$ cat config.mk
export PLATFORM = sky130hd
export DESIGN_NAME = mvss_front
export DESIGN_NICKNAME = d
export VERILOG_FILES = /design/src/sv/mvss_pkg.sv /design/src/sv/mvss_front.sv
export VERILOG_INCLUDE_DIRS = /design/src /design/src/sv
export SDC_FILE = /design/constraint.sdc
export NUM_CORES = 1
export LEC_CHECK = 0
export BUFFER_PORTS_ARGS = -buffer_cell sky130_fd_sc_hd__buf_2
export CORE_UTILIZATION = 50
export CTS_BUF_LIST = sky130_fd_sc_hd__clkbuf_4 sky130_fd_sc_hd__clkbuf_8
export CTS_CLUSTER_DIAMETER = 80
export DETAILED_ROUTE_END_ITERATION = 10
export PLACE_DENSITY = 0.84
export SETUP_SLACK_MARGIN = 0.5
export SLEW_MARGIN = 20
export SYNTH_ARGS = -nofsm -noshare
export SYNTH_HDL_FRONTEND = slang
export SYNTH_SLANG_ARGS = --single-unit
$ cat constraint.sdc
create_clock -name clk_i -period 5.6 [get_ports clk_i]
set_input_delay 1.12 -clock clk_i [delete_from_list [all_inputs] [get_ports clk_i]]
set_output_delay 1.12 -clock clk_i [all_outputs]
set_load 0.005 [all_outputs]
$ cat src/sv/multi_voice_sine_synth_macros.svh
// assertion helpers shared by the synth modules
// each expects clk_i and rst_ni in the enclosing module
`ifndef MULTI_VOICE_SINE_SYNTH_MACROS_SVH
`define MULTI_VOICE_SINE_SYNTH_MACROS_SVH

// same-cycle implication
`define MVSS_ASSERT_IMPLIES(lbl, ante, cons, msg) \
  lbl: assert property (@(posedge clk_i) disable iff (!rst_ni) (ante) |-> (cons)) \
    else $error(msg);

// next-cycle implication
`define MVSS_ASSERT_NEXT(lbl, ante, cons, msg) \
  lbl: assert property (@(posedge clk_i) disable iff (!rst_ni) (ante) |=> (cons)) \
    else $error(msg);

`endif

$ cat src/sv/mvss_pkg.sv
`default_nettype none

package mvss_pkg;

  localparam int VOICE_COUNT      = 16;
  localparam int SINE_TABLE_DEPTH = 1024;
  localparam int PHASE_BITS       = 32;
  localparam int QUEUE_DEPTH      = 2;

  localparam int NOTE_SPAN = 88;
  localparam logic [6:0] LOWEST_NOTE = 7'd21;
  localparam logic [6:0] NOTE_LAST   = 7'(NOTE_SPAN - 1);
  localparam logic [23:0] COUNT_MAX  = 24'hFF_FFFF;

  localparam logic [1:0] REQ_NOTE_ON = 2'd0;
  localparam logic [1:0] REQ_SAMPLE  = 2'd1;
  localparam logic [1:0] REQ_SWEEP   = 2'd2;

  typedef enum logic [1:0] {
    OP_NOTE_ON,
    OP_SAMPLE,
    OP_SWEEP,
    OP_NONE
  } op_e;

  typedef struct packed {
    logic [1:0]  req_type;
    logic [3:0]  voice;
    logic [6:0]  note_code;
    logic [6:0]  velocity;
    logic [23:0] hold_samples;
    logic [7:0]  wave_kind;
  } in_item_t;

  typedef struct packed {
    logic signed [15:0] sample_value;
    logic               voice_busy;
    logic [4:0]         cleared_count;
  } out_item_t;

  typedef struct packed {
    op_e         op;
    logic [3:0]  voice;
    logic [6:0]  note_code;
    logic [6:0]  velocity;
    logic [23:0] hold_samples;
    logic [7:0]  wave_kind;
  } cmd_t;

  typedef struct packed {
    logic [23:0] duration;
    logic [6:0]  note_code;
    logic [6:0]  velocity;
    logic [7:0]  wave_kind;
    logic [23:0] count;
  } voice_entry_t;

  // note frequencies in milli-hertz, A0 upward
  localparam logic [21:0] FREQ_MILLI [NOTE_SPAN] = '{
    22'd27500, 22'd29135, 22'd30868, 22'd32703, 22'd34648, 22'd36708, 22'd38891,
    22'd41203, 22'd43654, 22'd46249, 22'd48999, 22'd51913, 22'd55000, 22'd58270,
    22'd61735, 22'd65406, 22'd69296, 22'd73416, 22'd77782, 22'd82407, 22'd87307,
    22'd92499, 22'd97999, 22'd103830, 22'd110000, 22'd116540, 22'd123470,
    22'd130810, 22'd138590, 22'd146830, 22'd155560, 22'd164810, 22'd174610,
    22'd185000, 22'd196000, 22'd207650, 22'd220000, 22'd233080, 22'd246940,
    22'd261630, 22'd277180, 22'd293670, 22'd311130, 22'd329630, 22'd349230,
    22'd369990, 22'd392000, 22'd415300, 22'd440000, 22'd466160, 22'd493880,
    22'd523250, 22'd554370, 22'd587330, 22'd622250, 22'd659260, 22'd698460,
    22'd739990, 22'd783990, 22'd830610, 22'd880000, 22'd932330, 22'd987770,
    22'd1046500, 22'd1108700, 22'd1174700, 22'd1244500, 22'd1318500,
    22'd1396900, 22'd1480000, 22'd1568000, 22'd1661200, 22'd1760000,
    22'd1864700, 22'd1975500, 22'd2093000, 22'd2217500, 22'd2349300,
    22'd2489000, 22'd2637000, 22'd2793000, 22'd2960000, 22'd3136000,
    22'd3322400, 22'd3520000, 22'd3729300, 22'd3951100, 22'd4186000
  };

  // phase increment per sample at 44.1 kHz, rounded; elaboration-time only
  function automatic logic [63:0] step_value(input logic [21:0] fm,
                                             input int unsigned pb);
    return ((64'(fm) << pb) + 64'd22050000) / 64'd44100000;
  endfunction

endpackage

`default_nettype wire

$ cat src/sv/mvss_front.sv
`default_nettype none

`include "multi_voice_sine_synth_macros.svh"

module mvss_front #(
  parameter int VoiceCount = 16
) (
  input  wire logic               clk_i,
  input  wire logic               rst_ni,
  input  wire logic               push_i,
  output logic                    full_o,
  input  wire mvss_pkg::in_item_t item_i,
  output logic                    cmd_valid_o,
  output mvss_pkg::cmd_t          cmd_o,
  input  wire logic               cmd_pop_i
);

  import mvss_pkg::*;

  localparam int PTR_W = (QUEUE_DEPTH > 1) ? $clog2(QUEUE_DEPTH) : 1;

  cmd_t             slot_q [QUEUE_DEPTH];
  logic [PTR_W-1:0] wr_ptr_q, wr_ptr_d;
  logic [PTR_W-1:0] rd_ptr_q, rd_ptr_d;
  logic [PTR_W:0]   fill_q, fill_d;
  cmd_t             cmd_new;
  logic             voice_ok;
  logic             push_ok;
  logic             pop_ok;

  assign full_o      = (fill_q == (PTR_W + 1)'(QUEUE_DEPTH));
  assign cmd_valid_o = (fill_q != '0);
  assign cmd_o       = slot_q[rd_ptr_q];
  assign push_ok     = push_i && !full_o;
  assign pop_ok      = cmd_pop_i && cmd_valid_o;

  // out-of-range voices and the unused code both become no-ops
  assign voice_ok = ({5'd0, item_i.voice} < 9'(VoiceCount));

  always_comb begin
    cmd_new.voice        = item_i.voice;
    cmd_new.note_code    = item_i.note_code;
    cmd_new.velocity     = item_i.velocity;
    cmd_new.hold_samples = item_i.hold_samples;
    cmd_new.wave_kind    = item_i.wave_kind;
    case (item_i.req_type)
      REQ_NOTE_ON: cmd_new.op = voice_ok ? OP_NOTE_ON : OP_NONE;
      REQ_SAMPLE:  cmd_new.op = voice_ok ? OP_SAMPLE : OP_NONE;
      REQ_SWEEP:   cmd_new.op = OP_SWEEP;
      default:     cmd_new.op = OP_NONE;
    endcase
  end

  always_comb begin
    wr_ptr_d = wr_ptr_q;
    rd_ptr_d = rd_ptr_q;
    fill_d   = fill_q;
    if (push_ok) begin
      wr_ptr_d = PTR_W'(wr_ptr_q + 1'b1);
    end
    if (pop_ok) begin
      rd_ptr_d = PTR_W'(rd_ptr_q + 1'b1);
    end
    if (push_ok && !pop_ok) begin
      fill_d = fill_q + 1'b1;
    end else if (pop_ok && !push_ok) begin
      fill_d = fill_q - 1'b1;
    end
  end

  always_ff @(posedge clk_i or negedge rst_ni) begin
    if (!rst_ni) begin
      wr_ptr_q <= '0;
      rd_ptr_q <= '0;
      fill_q   <= '0;
    end else begin
      wr_ptr_q <= wr_ptr_d;
      rd_ptr_q <= rd_ptr_d;
      fill_q   <= fill_d;
    end
  end

  always_ff @(posedge clk_i) begin
    if (push_ok) begin
      slot_q[wr_ptr_q] <= cmd_new;
    end
  end

  `MVSS_ASSERT_IMPLIES(a_fill_range, 1'b1, fill_q <= (PTR_W + 1)'(QUEUE_DEPTH), "queue overfilled")
  `MVSS_ASSERT_IMPLIES(a_pop_nonempty, cmd_pop_i, fill_q != '0, "request popped from empty queue")

endmodule

`default_nettype wire

# Word level (Yosys, flattened, before mapping)
# Memories as Yosys holds them, arrays and structs flattened.
# Cells that the tools add are included.
totals:
  output_inout_bits: 54
  reg_bits: 4
  ram_bits: 104
  mem_count: 1
  elab_cells: 26
  input_bits: 56
classes:
  n_reduce_logical: 10
  mux: 5
  eq_ne: 3
  add_sub_neg: 4
memory_table:
  columns: ["name", "depth", "width", "rd", "rd_clocked_by_memory_dff", "wr", "line_no", "rtl"]
  rows:
  - ["slot_q", 2, 52, 1, 0, 1, "mvss_front.sv:22", "cmd_t slot_q [QUEUE_DEPTH];"]
op_table:
  columns: ["op", "n"]
  rows:
  - ["2-bit case mux with 3 select lines", 1]
  - ["2-bit equality test (second input constant)", 2]
  - ["1-bit logical AND", 4]
  - ["2-bit 2-to-1 mux", 2]
  - ["2-bit nonzero test", 2]
  - ["1-bit zero test", 3]
  - ["1-bit adder (second input constant)", 2]
  - ["2-bit by 1-bit adder with 2-bit output (second input constant)", 1]
  - ["2-bit by 1-bit equality test with 1-bit output (second input constant)", 1]
  - ["2-bit zero test", 1]
  - ["1-bit 2-to-1 mux", 2]
  - ["2-bit by 1-bit subtractor with 2-bit output (second input constant)", 1]

# Depth between registers and ports, before layout
# Gate-level depths: netlist of the first run.
logic_depth:
  ltp_word: 7
  depth_mapped: 7
  ltp_nobuf: 7

# Worst setup path after synthesis of the first run
# OpenSTA, ideal clock, no wires.
synth_timing:
  kind: "input -> register"
  start: "input port push_i"
  end: "memory slot_q[0][0] (netlist name), enable pin"
  slack_ps: 1749
  setup_ps: 462
  t_arrival_ps: 3389
  stages: 2
  n_path_buf: 0
  required_ps: 5138
  cell_sequence: "nand2_1 > nor2_1"
synth_via:
  elab_chain_cells: 3
synth_rtl:
  columns: ["item", "line_no", "rtl"]
  rows:
  - ["from (decl)", "mvss_front.sv:10", "input wire logic push_i,"]
  - ["1-bit logical AND", "mvss_front.sv:34", "assign push_ok = push_i && !full_o;"]
  - ["1-bit 2-to-1 mux", "mvss_front.sv:84", "if (push_ok) begin"]
  - ["1-bit 2-to-1 mux (not written as such)", "mvss_front.sv:85", "slot_q[wr_ptr_q] <= cmd_new;"]
  - ["to (decl)", "mvss_front.sv:22", null]
# Every way passes these cells.

==> results of run 1 <==
==> registers in the layout (all words and copies together) (netlist names) <==
register,flops
fill_q,2
wr_ptr_q,1
rd_ptr_q,1
slot_q,104
==> cell usage after synthesis (all sizes together) <==
cell / instances
and3: 1
or2: 1
nand2: 2
nand2b: 1
mux2: 52
xnor2: 3
xor2: 2
nor2: 2
dfrtp: 4
clkbuf: 2
edfxtp: 104
inv: 2
buf: 6
ha: 1
==> final cells by class <==
cell class / instances / area [um^2] / area share, %
sequential: 108 / 3230 / 64.0
clock inverter: 7 / 121 / 2.41
clock buffer: 9 / 124 / 2.46
multi-input combinational: 65 / 871 / 17.3
inverter: 2 / 7.51 / 0.149
tap: 105 / 131 / 2.61
timing repair buffer: 111 / 561 / 11.1
==> metal layers <==
metal  global-route usage (%)  share of wire, %  vias to the layer above
met1                     17.5                41                      975
li1                         -                 -                      935
met2                     24.9                51                       68
met5                        0              0.21                        -
met4                     5.00               1.1                        2
met3                     5.58               6.1                        8
==> final timing paths <==
check	startpoint	cells after the start	slack, ns	to
max in group asynchronous	rst_ni	1	4.92	rd_ptr_q$_DFFE_PN0P_
min in group asynchronous	rst_ni	1	0.55	wr_ptr_q$_DFFE_PN0P_
min	fill_q[1]$_DFFE_PN0P_	1	0.50	fill_q[1]$_DFFE_PN0P_
max reg2reg	fill_q[0]$_DFFE_PN0P_	4	3.45	slot_q[0][42]$_DFFE_PP_
max	rd_ptr_q$_DFFE_PN0P_	2	2.49	cmd_o[25]
min reg2reg	fill_q[1]$_DFFE_PN0P_	1	0.50	fill_q[1]$_DFFE_PN0P_
==> worst max-delay path, delay by kind of cell (launching register included) <==
family | cells | cell delay (ns)
flip-flops | 1 | 1.08
multiplexers | 1 | 0.41
buffers and inverters | 1 | 0.13
==> power by group through the flow <==
stage	registers, mW	logic [mW]	clock network [mW]
finish	1.26	0.702	0.555
global route	1.28	0.771	0.591
CTS	1.26	0.718	0.565
detailed placement	1.28	0.713	0
global placement	1.27	0.701	0
floorplan	1.17	0.622	0
==> through the flow <==
stage | area, um^2 | power (mW) | hold slack (ns) | utilization (%)
floorplan | 4210 | 1.79 | 0.456 | -
detailed placement | 4800 | 2.00 | 0.494 | 58.7
finish | 5040 | 2.52 | 0.502 | 61.7
global route | 5040 | 2.65 | 0.528 | 61.7
global placement | 4800 | 1.97 | 0.484 | 58.7
CTS | 5040 | 2.55 | 0.511 | 61.7
==> cell families after synthesis <==
logic type                 after synthesis  share of synthesized area, %
xor gates and xnor gates                 5                          1.04
adders and majority gates                1                         0.297
buffers and inverters                   10                          3.00
DFF                                    108                          76.5
muxes                                   52                          18.3
and+or+nand+nor                          7                         0.862
==> flow_metrics.tcl, run 1 <==
set metrics [dict create \
    vias 1988 \
    crit_type "reg -> out" \
    maxCapViolations 0 \
    cp-end-kind "output port" \
    ant_nets 0 \
    initial_utilization_pct 51.5 \
    required_ns 4.48 \
    cts_tree "done" \
    worst_slew_pin_slew_ns 0.968 \
    row_count 33 \
    p_sw_mw 0.667 \
    numCtsBuffers 9 \
    pwr-share-clk_pct 22.1 \
    post_cts_buffers 0 \
    ys_ff_latch 108 \
    ys_top_cells_by_area "edfxtp_1 (74%), mux2_4 (17%), buf_12 (2.4%), dfrtp_1 (2.4%), mux2_2 (0.80%)" \
    cts_buffer_depth 2 \
    clk_latency_ns 0.36 \
    grt_pass1_vias 1907 \
    num_io_pins 110 \
    hold_path.class "reg -> reg" \
    drtIter0Drc 68 \
    yosysSeqAreaShare_pct 76.5 \
    fillers 610 \
    fmax_ghz 0.321 \
    worstPathMaxFanout 53 \
    fin_nets 354 \
    layout_commonest_cell "buf_2" \
    ys_warn_count 0 \
    slowest_delay_ns 1.08 \
    routed_wl_um 6170 \
    die_height_um 93.8 \
    peakVddDrop_mv 0.250 \
    track_usage_pct 14.8 \
    synth_area_per_cell_um2 23.0 \
    p_int_mw 1.85 \
    outcome "complete, no violations" \
    dieArea_mm2 0.00879 \
    drc_errors 0 \
    p_seq_share_pct 50.0 \
    synth_nets 240 \
    tns_ns 0 \
    post_cts_resized 0 \
    place.port_buffers 109 \
    grt_max_degree 54 \
    cts_root_buf "clkbuf_8" \
    cts_sinks 108 \
    worstPathCellList "mux2_2, buf_2" \
    finalMaxSlewViolations 0 \
    routedWlPerCell_um 15.2 \
    finalWorstPathRequiredPeriod_ns 3.11 \
    dp_slack_ns 2.79 \
    dp_hpwl_um 4100 \
    power.density_mw_per_mm2 499 \
    hold_violations 0 \
    startpoint_type "flop" \
    setup-violations-final 0 \
    core_area_mm2 0.00818 \
    finalCritPeriodShare_pct 55.6 \
    numPlacedInstances 391 \
    hold_buffers 0 \
    synth_cells 183 \
    htreeDepth 3 \
    final_cells 407 \
    synth_top_area_share_pct 74.2 \
    setup_slack_ns 2.49 \
    arrival_ns 1.99 \
    avgViaCountPerCell 4.88 \
    p_sw_share_pct 26.5 \
    yosysUniqueCellTypes 17 \
    combPwrFrac_pct 27.9 \
    grt_overflow 0 \
    maxSlewHeadroom_pct 35.4 \
    synth_top_area_cell "edfxtp_1" \
    finClkSkew_ns 0.00877 \
    antenna_found_initial 1 \
    area_delta_synth_final_pct 19.7 \
    final_cell_mix "buf_2 (109), edfxtp_1 (104), mux2_4 (49)" \
    fp.dieW_um 93.8 \
    rsz0062_at_grt "false" \
    final_layout_size_suffix_gt1_share_pct 60.6 \
    clk_pin_slew_ns 0.10 \
    cpMaxStageDelayCell "dfrtp_4" \
    firstDrtPassIters 4 \
    p_leak_nw 2.05 \
    syn_area_mm2 0.00421 \
    diodes 0 \
    grt_pass1_wl_um 9270 \
    gp_congestion 0.694 \
]
No activity file was read; power rests on OpenSTA's default activity.
==> run 2: changes to the inputs <==
CORE_UTILIZATION = 49   (was 50)
PLACE_DENSITY = 0.86   (was 0.84)
clock period = 2.55 ns   (was 5.6 ns; I/O delays follow)
==> run 2 against run 1 <==
Against the previous run: register-to-register slack got worse by 2.4 ns; final cell count rose by 3.9%; die area is 2.0% higher; worst setup slack worse by 2.1 ns; routed wire length increased by 8.9%; clock skew down 0.0010 ns; first-iteration DRC count rose by 12%; cell area up 4.2%; clock-buffer cell count grew 1.
==> flow_metrics.tcl, run 2 (synthesis gave the netlist of run 1 again) <==
set metrics [dict create \
    startpoint_type "flop" \
    peakVddDrop_mv 0.548 \
    row_count 33 \
    die_height_um 94.7 \
    outcome "complete, no violations" \
    power.density_mw_per_mm2 1080 \
    critPathBufInv 3 \
    cts_root_buf "clkbuf_8" \
    slowest_delay_ns 0.50 \
    initial_utilization_pct 51.0 \
    htreeDepth 3 \
    hold_violations 0 \
    routed_wl_um 6720 \
    maxCapViolations 0 \
    finalMaxSlewViolations 0 \
    antenna_found_initial 1 \
    multiInputGateArea_um2 871 \
    p_leak_nw 2.15 \
    num_io_pins 110 \
    crit_type "reg -> out" \
    cp-end-kind "output port" \
    fp.dieW_um 94.7 \
    maxSlewHeadroom_pct 73.0 \
    worstPathCellList "buf_12, clkbuf_16, mux2_4, buf_6" \
    finalCritPeriodShare_pct 83.1 \
    rrSetupSlack_ns 1.01 \
    dp_hpwl_um 4370 \
    largest_reg_flops 104 \
    rsz0062_at_grt "true" \
    fmax_ghz 0.472 \
    vias 2065 \
    grt_pass1_vias 2124 \
    layout_commonest_cell "edfxtp_1" \
    finalWorstPathRequiredPeriod_ns 2.12 \
    clk_pin_slew_ns 0.10 \
    worst_slew_pin_slew_ns 0.405 \
    track_usage_pct 15.1 \
    report.power.total_mw 5.66 \
    routedWlPerCell_um 15.9 \
    final_cell_mix "edfxtp_1 (104), buf_2 (94), mux2_4 (49)" \
    fillers 613 \
    reg_top3 "slot_q: 104 flops, fill_q: 2 flops" \
    tns_ns 0 \
    core_area_mm2 0.00826 \
    drc_errors 0 \
    grt_pass1_wl_um 9740 \
    worstPathMaxFanout 7 \
    final_layout_size_suffix_gt1_share_pct 62.1 \
    regArea_mm2 0.00323 \
    firstDrtPassIters 4 \
    clk_latency_ns 0.36 \
    dieArea_mm2 0.00897 \
    avgViaCountPerCell 4.88 \
    area_delta_synth_final_pct 24.8 \
    finClkSkew_ns 0.00774 \
    drtIter0Drc 76 \
    required_ns 2.04 \
    critPathTopFamily "flip-flops" \
    grt_overflow 0 \
    grt_max_degree 32 \
    numPlacedInstances 397 \
    cpMaxStageDelayCell "dfrtp_4" \
    numCtsBuffers 9 \
    top_register "slot_q" \
    setup-violations-final 0 \
    gp_congestion 0.661 \
    final_cells 423 \
    fin_nets 370 \
    hold_path.class "in -> reg" \
    cts_sinks 108 \
    cts_tree "done" \
    ant_nets 0 \
    place.port_buffers 109 \
    arrival_ns 1.61 \
    cts_buffer_depth 2 \
]
## run 2: final cells by class
| type | instances | area share, % |
|---|---|---|
| sequential | 108 | 61.4 |
| multi-input combinational | 65 | 16.6 |
| timing repair buffer | 127 | 16.1 |
| clock buffer | 10 | 2.50 |
| tap | 105 | 2.50 |
| clock inverter | 5 | 0.738 |
| inverter | 2 | 0.143 |
| antenna | 1 | 0.0476 |
## run 2: worst register-to-register path, delay by kind of cell, from the launching register on
family,cells,cell delay (ns)
flip-flops,1,0.43
AND/OR/NAND/NOR,3,0.47
XOR/XNOR,2,0.30
buffers and inverters,1,0.07
adder cells (fa/ha/maj),1,0.20
## run 2: metrics by stage
step,cell area [um^2],setup slack (ns),hold slack (ns),util [%]
global placement,4850,0.568,0.316,58.8
CTS,5100,0.437,0.313,61.8
global route,5250,0.396,0.317,63.6
finish,5260,0.431,0.331,63.7
floorplan,4220,0.713,0.214,-
detailed placement,4850,0.541,0.319,58.8
## run 2: power by group
part / internal, mW / switching, mW / total, mW
clock: 0.366 / 0.533 / 0.899
combinational: 1.32 / 0.893 / 2.21
sequential: 2.43 / 0.120 / 2.55
## run 2: timing repair
item                       4_1_cts  5_1_grt
hold endpoints to repair         4        0
gates resized for setup          0       19
setup endpoints to repair       52       51
setup buffers                    6        2
hold buffers                     1        0
gates cloned                     0        1
## run 2: per-layer routing
| metal | vias up | GRT usage (%) | routed length (um) |
|---|---|---|---|
| met1 | 999 | 16.5 | 2660 |
| met4 | 0 | 7.20 | 120 |
| met2 | 83 | 27.6 | 3560 |
| li1 | 970 | - | - |
| met3 | 13 | 3.46 | 383 |
| met5 | - | 0 | 0 |
## run 2: path summary, 6_finish.rpt
kind,from,endpoint,cells after the start
max,rd_ptr_q$_DFFE_PN0P_,cmd_o[21],4
min,item_i[15],slot_q[0][15]$_DFFE_PP_,1
min reg2reg,fill_q[1]$_DFFE_PN0P_,fill_q[1]$_DFFE_PN0P_,1
max in group asynchronous,rst_ni,rd_ptr_q$_DFFE_PN0P_,2
max reg2reg,fill_q[0]$_DFFE_PN0P_,fill_q[1]$_DFFE_PN0P_,7
min in group asynchronous,rst_ni,fill_q[0]$_DFFE_PN0P_,2
==> run 3: changes to the inputs <==
CORE_UTILIZATION = 50   (was 49)
PLACE_DENSITY = 0.84   (was 0.86)
clock period = 2.15 ns   (was 2.55 ns; I/O delays follow)
==> run 3 against run 2 <==
Against the previous run: final cell count is 0.71% lower; critical path type unchanged; clock power is 20% higher; sequential power is 20% higher; combinational power is 5% higher; register-to-register slack worse by 0.33 ns; clock-buffer cell count is 1 lower; global-route usage hardly changed; worst hold slack worse by 0.080 ns; routed wire length is 3.4% lower; die area is 2.0% lower; critical path depth is 1 lower; largest cell class unchanged; sequential cell count stayed put.
==> flow_metrics.tcl, run 3 (synthesis gave the netlist of run 1 again) <==
set metrics [dict create \
    outcome "complete, no violations" \
    slowest_delay_ns 0.55 \
    setup-violations-final 0 \
    cts_tree "done" \
    dieArea_mm2 0.00879 \
    required_ns 1.72 \
    grt_pass1_vias 2029 \
    arrival_ns 1.54 \
    ant_nets 0 \
    fillers 616 \
    cts_root_buf "clkbuf_8" \
    reg_top3 "slot_q: 104 flops, fill_q: 2 flops" \
    tns_ns 0 \
    final_cell_mix "buf_2 (109), edfxtp_1 (104), mux2_4 (49)" \
    die_height_um 93.8 \
    setup_slack_ns 0.184 \
    hold_depth 1 \
    row_count 33 \
    power.density_mw_per_mm2 1260 \
    finalMaxSlewViolations 0 \
    p_leak_nw 2.10 \
    startpoint_type "flop" \
    hold_path.class "in -> reg" \
    finalCritPeriodShare_pct 91.4 \
    worstPathMaxFanout 18 \
    grt_overflow 0 \
    cts_buffer_depth 2 \
    peakVddDrop_mv 0.956 \
    diodes 0 \
    worstPathCellList "buf_12, mux2_4, buf_2" \
    met2_length_um 3370 \
    rsz0062_at_grt "true" \
    top_register "slot_q" \
    grt_max_degree 32 \
    vias 2018 \
    place.port_buffers 109 \
    clk_latency_ns 0.36 \
    initial_utilization_pct 51.5 \
    top_layer_used "met4" \
    dp_slack_ns 0.403 \
    grt_pass1_wl_um 9670 \
    worst_slew_pin_slew_ns 0.410 \
    track_usage_pct 15.1 \
    placed_area_mm2 0.00489 \
    htreeDepth 3 \
    final_util_pct 62.8 \
    fmax_ghz 0.509 \
    routedWlPerCell_um 15.4 \
    hold_violations 0 \
    layout_commonest_cell "buf_2" \
    hold_start "item_i[11]" \
    whs_endpoint "slot_q[1][11]$_DFFE_PP_" \
    gp_congestion 0.676 \
    largest_reg_flops 104 \
    final_layout_size_suffix_gt1_share_pct 62.5 \
    dp_hpwl_um 4420 \
    num_io_pins 110 \
    core_area_mm2 0.00818 \
    firstDrtPassIters 5 \
    cts_sinks 108 \
    fin_area_mm2 0.00513 \
    cp-end-kind "output port" \
    avgViaCountPerCell 4.80 \
    antenna_found_initial 0 \
    drc_errors 0 \
    drtIter0Drc 45 \
    cpMaxStageDelayCell "dfrtp_4" \
    fp.dieW_um 93.8 \
    finalWorstPathRequiredPeriod_ns 1.97 \
    numCtsBuffers 9 \
    maxSlewHeadroom_pct 72.7 \
    crit_type "reg -> out" \
    maxCapViolations 0 \
    routed_wl_um 6490 \
    clk_pin_slew_ns 0.10 \
    hold_slack_ns 0.252 \
    r2r_end "slot_q[1][6]$_DFFE_PP_" \
    finClkSkew_ns 0.0109 \
    reg2reg_depth 3 \
    area_delta_synth_final_pct 21.8 \
    fin_nets 367 \
    wl_met3_um 436 \
    rrSetupSlack_ns 0.68 \
    met1_length_um 2570 \
    crit-reg2reg-launch "fill_q[0]$_DFFE_PN0P_" \
]
run 3: worst max-delay path: cells and delay by family (launching register included):
| family | cells | cell delay [ns] |
|---|---|---|
| multiplexers | 1 | 0.31 |
| buffers and inverters | 2 | 0.32 |
| flip-flops | 1 | 0.55 |
run 3: how the worst max path moves through the flow:
stage                                from                      to  slack (ns)  cells after the start
floorplan           fill_q[0]$_DFFE_PN0P_  slot_q[0][0]$_DFFE_PP_        0.36                      3
global placement     rd_ptr_q$_DFFE_PN0P_               cmd_o[23]        0.44                      3
detailed placement   rd_ptr_q$_DFFE_PN0P_               cmd_o[29]        0.40                      3
CTS                  rd_ptr_q$_DFFE_PN0P_               cmd_o[51]        0.16                      3
global route         rd_ptr_q$_DFFE_PN0P_               cmd_o[41]        0.13                      3
finish               rd_ptr_q$_DFFE_PN0P_               cmd_o[51]        0.18                      3
run 3: area by class of cell:
type	count	area, um^2	area share [%]
clock buffer	9	124	2.41
clock inverter	7	48.8	0.951
inverter	2	7.51	0.146
multi-input combinational	65	886	17.3
sequential	108	3230	62.9
tap	105	131	2.56
timing repair buffer	124	706	13.8
run 3: what timing repair did:
item / in CTS / in global routing
pin swaps: 0 / 1
hold endpoints to repair: 4 / 0
buffers inserted: 3 / 4
cloned: 0 / 0
resized for setup: 3 / 1
endpoints found under the setup margin: 71 / 72
hold buffers: 1 / 0
run 3: routing by layer:
layer / global-route usage, % / vias up
li1: - / 963
met4: 6.92 / 0
met5: 0 / -
met1: 18.3 / 973
met3: 3.64 / 12
met2: 25.7 / 70
run 3: where the power goes:
group          switching [mW]  leakage, nW  internal (mW)
sequential              0.168         1.01           2.88
clock                   0.652       0.0918          0.428
combinational           0.975        0.998           1.34
run 3: through the flow:
step	total power, mW	cells
after floorplan	4.68	183
after global placement	5.27	396
after detailed placement	5.35	396
after CTS	6.49	416
after global routing	6.81	420
final	6.45	420
